[src/hdl/emhq_pkg.sv]
// ----------------------------------------------------------------------------
// emhq_pkg
// Shared types, codes and defaults for the event min-heap queue.
// ----------------------------------------------------------------------------
package emhq_pkg;

    // Default sizing, used as the parameter defaults of the modules
    localparam int CAPACITY_DEF = 1024;
    localparam int PID_BITS_DEF = 8;

    // Fixed field widths
    localparam int TIME_W   = 32;
    localparam int KIND_W   = 2;
    localparam int STATUS_W = 2;

    // Operation codes
    localparam logic OP_PUSH = 1'b0;
    localparam logic OP_POP  = 1'b1;

    // Event kinds
    localparam logic [KIND_W-1:0] KIND_ARRIVAL = 2'd0;
    localparam logic [KIND_W-1:0] KIND_IO_DONE = 2'd1;
    localparam logic [KIND_W-1:0] KIND_TIMEOUT = 2'd2;

    // Result status codes
    localparam logic [STATUS_W-1:0] STAT_OK    = 2'd0;
    localparam logic [STATUS_W-1:0] STAT_FULL  = 2'd1;
    localparam logic [STATUS_W-1:0] STAT_EMPTY = 2'd2;

    // Sequencer states
    typedef enum logic [2:0] {
        ST_IDLE,
        ST_UP_CMP,
        ST_DN_LAST,
        ST_DN_RIGHT,
        ST_DN_SEL,
        ST_DN_CMP,
        ST_PLACE,
        ST_DONE
    } emhq_state_t;

endpackage

[src/hdl/emhq_cmp.sv]
// ----------------------------------------------------------------------------
// emhq_cmp
// Event priority compare: high when event a must leave after event b.
// ----------------------------------------------------------------------------
module emhq_cmp #(
    parameter int PID_BITS = emhq_pkg::PID_BITS_DEF
) (
    input  logic [emhq_pkg::TIME_W+emhq_pkg::KIND_W+PID_BITS-1:0] a,
    input  logic [emhq_pkg::TIME_W+emhq_pkg::KIND_W+PID_BITS-1:0] b,
    output logic                                                   after
);

    localparam int EV_W = emhq_pkg::TIME_W + emhq_pkg::KIND_W + PID_BITS;

    logic [emhq_pkg::TIME_W-1:0] a_time;
    logic [emhq_pkg::TIME_W-1:0] b_time;
    logic [emhq_pkg::KIND_W-1:0] a_kind;
    logic [emhq_pkg::KIND_W-1:0] b_kind;
    logic [PID_BITS-1:0]         a_pid;
    logic [PID_BITS-1:0]         b_pid;
    logic                        a_early;
    logic                        b_early;

    // Split the packed events into time, kind and pid
    assign a_time = a[EV_W-1 -: emhq_pkg::TIME_W];
    assign b_time = b[EV_W-1 -: emhq_pkg::TIME_W];
    assign a_kind = a[PID_BITS +: emhq_pkg::KIND_W];
    assign b_kind = b[PID_BITS +: emhq_pkg::KIND_W];
    assign a_pid  = a[PID_BITS-1:0];
    assign b_pid  = b[PID_BITS-1:0];

    // Arrival and I/O complete rank ahead of a timeout
    assign a_early = (a_kind == emhq_pkg::KIND_ARRIVAL) || (a_kind == emhq_pkg::KIND_IO_DONE);
    assign b_early = (b_kind == emhq_pkg::KIND_ARRIVAL) || (b_kind == emhq_pkg::KIND_IO_DONE);

    // Order by time, then kind class, then pid
    always_comb
    begin
        if (a_time != b_time)
        begin
            after = (a_time > b_time);
        end
        else if ((a_kind == emhq_pkg::KIND_TIMEOUT) && b_early)
        begin
            after = 1'b1;
        end
        else if ((b_kind == emhq_pkg::KIND_TIMEOUT) && a_early)
        begin
            after = 1'b0;
        end
        else
        begin
            after = (a_pid > b_pid);
        end
    end

endmodule

[config.mk]
export PLATFORM = sky130hd
export DESIGN_NAME = emhq_cmp
export DESIGN_NICKNAME = d
export VERILOG_FILES = /design/src/hdl/emhq_pkg.sv /design/src/hdl/emhq_cmp.sv
export SDC_FILE = /design/constraint.sdc
export NUM_CORES = 1
export LEC_CHECK = 0
export ABC_CLOCK_PERIOD_IN_PS = 7900
export BUFFER_PORTS_ARGS = -buffer_cell sky130_fd_sc_hd__buf_4
export CORE_MARGIN = 1.5
export CORE_UTILIZATION = 45
export DETAILED_ROUTE_END_ITERATION = 10
export GPL_ROUTABILITY_DRIVEN = 0
export PLACE_DENSITY = 0.95
export SYNTH_ARGS = -nofsm -noshare
export SYNTH_HDL_FRONTEND = slang
export SYNTH_SLANG_ARGS = --single-unit
[constraint.sdc]
create_clock -name vclk -period 7.9
set_input_delay 2.37 -clock vclk [all_inputs]
set_output_delay 2.37 -clock vclk [all_outputs]
set_load 0.05 [all_outputs]
* Word level (Yosys, flattened, before mapping)
Index checks and enable logic that the tools add are counted.
Word-level totals: output and inout bits 1, flip-flop bits (word level) 0
Operators by class: muxes and demuxes 3, equality and inequality tests 5, $lt $le $gt $ge 2, reduce and logical (&&, ||, !) cells 6
Operators with widths (count):
- $gt 32x32->1 | 1
- $ne 32x32->1 | 1
- $gt 8x8->1 | 1
- $eq 2x1->1 const B | 2
- $eq 2x2->1 const B | 2
- $logic_not 2->1 | 2
- $mux 1 | 3
- $logic_and 1x1->1 | 2
- $logic_or 1x1->1 | 2

* Depth between registers and ports, before layout
word-level depth 6, mapped depth 8, gate-level depth less buffers 8

* Worst setup path before layout
No wires, ideal clock.
path type input to output, start point input port b[24] (netlist name), end point output port after, stages on the path 7, data required time 5530 ps, arrival 3773 ps, path slack 1757 ps, path through inv_1 -> ha_1 -> nand4_1 -> nor4_1 -> a21oi_1 -> a21boi_2 -> o21a_1
On the way: word-level cells in the longest chain between the ends 2
Ends and longest elaborated chain:
- start, declared | RTL line emhq_cmp.sv:9 | input logic [emhq_pkg::TIME_W+emhq_pkg::KIND_W+PID_BITS-1:0] b,
- $gt 32x32->1 or $ne 32x32->1 (tied branches) | RTL line emhq_cmp.sv:41, emhq_cmp.sv:39
- $mux 1 (*) | RTL line emhq_cmp.sv:39 | if (a_time != b_time)
- end, declared | RTL line emhq_cmp.sv:10 | output logic after
Every way passes the cells marked *; elsewhere a longest branch is shown, timed or not.

* Worst setup path after layout
start point input port a[31] (netlist name), end point output port after
On the way: word-level cells in the longest chain between the ends 2
Ends and longest elaborated chain:
- start, declared | RTL line emhq_cmp.sv:8 | input logic [emhq_pkg::TIME_W+emhq_pkg::KIND_W+PID_BITS-1:0] a,
- $gt 32x32->1 or $ne 32x32->1 (tied branches) | RTL line emhq_cmp.sv:41, emhq_cmp.sv:39
- $mux 1 (*) | RTL line emhq_cmp.sv:39
Marked as above.

==> results_dict.tcl <==
set metrics [dict create \
    drtAntennaViolNets 0 \
    antenna_found_initial 0 \
    area_growth_pct 63.7 \
    fmax_ghz 0.158 \
    cp.buffers_inverters 2 \
    numPortBuffers 85 \
    fillers 185 \
    totalWireLength_um 2770 \
    firstDrtPassIters 5 \
    design.seq.count 0 \
    path_common_cell "buf_4" \
    postSynthCellCount 146 \
    dieArea_sq_um 2650 \
    fin_crit_sh_pct 80.3 \
    grt_start_max_net_pins 4 \
    cp_cell_sequence "buf_4 -> ha_1 -> a21o_1 -> nand3_2 -> a21oi_2 -> a2111oi_2 -> o211ai_1 -> o21a_1 -> buf_4" \
    yosysTopAreaCellShare_pct 47.4 \
    hold_violations 0 \
    cp_top_family "compound AO/OA/AOI/OAI gates" \
    vias_per_cell 4.96 \
    ys_types 26 \
    syn-cell-area_sq_um 1060 \
    endpoint_kind "output pin" \
    rsz0062_at_grt "false" \
    rows 17 \
    wire_per_inst_um 10.7 \
    hp-class "input port to output pin" \
    tns_ps 0 \
    io_pins 85 \
    yosysWarnings 0 \
    outcome "finished clean" \
    total_power_uw 82.3 \
    final_util_pct 78.2 \
    grt_pass1_vias 1285 \
    seqCellArea_sq_um 0 \
    drcViolationCount 0 \
    first_iter_violations 15 \
    critPathKind "input port to output pin" \
    antenna_cells 0 \
    worst_slew_pin_slew_ps 326 \
    synth_seq_area_share_pct 0 \
    layout_commonest_cell "buf_4" \
    yosys.area.top_type "ha_1" \
    drv_cap 0 \
    multi_input_area_sq_um 902 \
    die_h_um 51.4 \
    stdcell_count 259 \
    dp_cells 259 \
    crit_required_ps 5530 \
    nNetsFinal 357 \
    cts_hold_buffers 0 \
    cp_slowest_cell "a2111oi_2" \
    coreArea_sq_um 2210 \
    start_kind "input port" \
    drive_above_1_share_pct 39.8 \
    gr-total-overflow 0 \
    synth_nets 270 \
    crit_path_max_fanout 2 \
    floorplan.initialDensity_pct 47.7 \
    die_w_um 51.4 \
    slew_viol_final 0 \
    synth.area.top_cells "ha_1, inv_1, a21oi_1" \
    slew_headroom_pct 78.1 \
    place_hpwl_um 2630 \
    min_period_ps 6340 \
    worstPathArrival_ps 3970 \
    grtUsageTotal_pct 20.8 \
    route.vias.total 1285 \
    post-cts-setup-buffers 0 \
    setup_viol 0 \
    clockBufferCount 0 \
    ir_worst_vdd_mv 0.0319 \
    grt_pass1_wl_um 4490 \
    ctsResizeCount 0 \
    leakage_uw 0.00106 \
    syn_area_per_cell_sq_um 7.23 \
    power.density_nw_per_um2 47.6 \
    slowest_delay_ps 350 \
    final_cell_mix "buf_4, inv_1, ha_1" \
]
## area by class of cell
cell class,count,share of cell area (%)
multi-input combinational,105,52.2
inverter,41,8.90
tap,28,2.03
timing repair buffer,85,36.9
## cell usage after synthesis
cell       instances
nor2_4             1
nand3_2            1
nand3_1            2
and3_2             1
a21o_1             3
o311ai_1           1
o221ai_1           1
o21a_1             1
nand2_1            7
nand2b_1           1
a2111oi_2          1
nor2b_1            4
inv_1             41
nor2_1             3
a21boi_2           1
a21oi_1           14
a21oi_2            1
ha_1              40
o21ai_0            5
nand4_1            8
nor4_1             2
nand4_2            1
nor3b_1            1
nor3_1             2
o211ai_1           2
a221oi_1           1
## where the power goes
group          internal (uW)  switching (uW)
clock                      0               0
sequential                 0               0
combinational           48.3            34.0
## kinds of logic after synthesis
group,count (synthesis),synth area share (%)
buffers and inverters,41,14.6
adder cells (fa/ha/maj),40,47.4
AO/OA/AOI/OAI,31,19.1
AND/OR/NAND/NOR,34,19.0
## final timing paths
| kind | startpoint | depth (start not counted) | end |
|---|---|---|---|
| max | a[31] | 9 | after |
| min | b[9] | 6 | after |
## per-layer routing
| layer | share of wire [%] | wire (um) | GRT usage (%) | vias to the layer above |
|---|---|---|---|---|
| met3 | 7.2 | 200 | 2.63 | 2 |
| met1 | 38 | 1050 | 20.7 | 550 |
| li1 | - | - | - | 681 |
| met5 | 0 | 0 | 0 | - |
| met2 | 54 | 1510 | 44.7 | 52 |
| met4 | 0.29 | 8 | 3.51 | 0 |
## stage by stage
step | setup slack [ps] | area (sq um) | hold slack [ps]
after floorplan | 1760 | 1060 | 5180
after global placement | 1590 | 1730 | 5300
after detailed placement | 1560 | 1730 | 5330
after CTS | 1550 | 1730 | 5330
after global routing | 1410 | 1730 | 5390
final | 1560 | 1730 | 5340
## tightest hold or removal path, cell delays in order
cell and delay [ps]:
buf_4 80, nand2_1 60, nand2_1 80, o311ai_1 90, o21a_1 100, buf_4 180
Power figures use the tool's default switching activity.
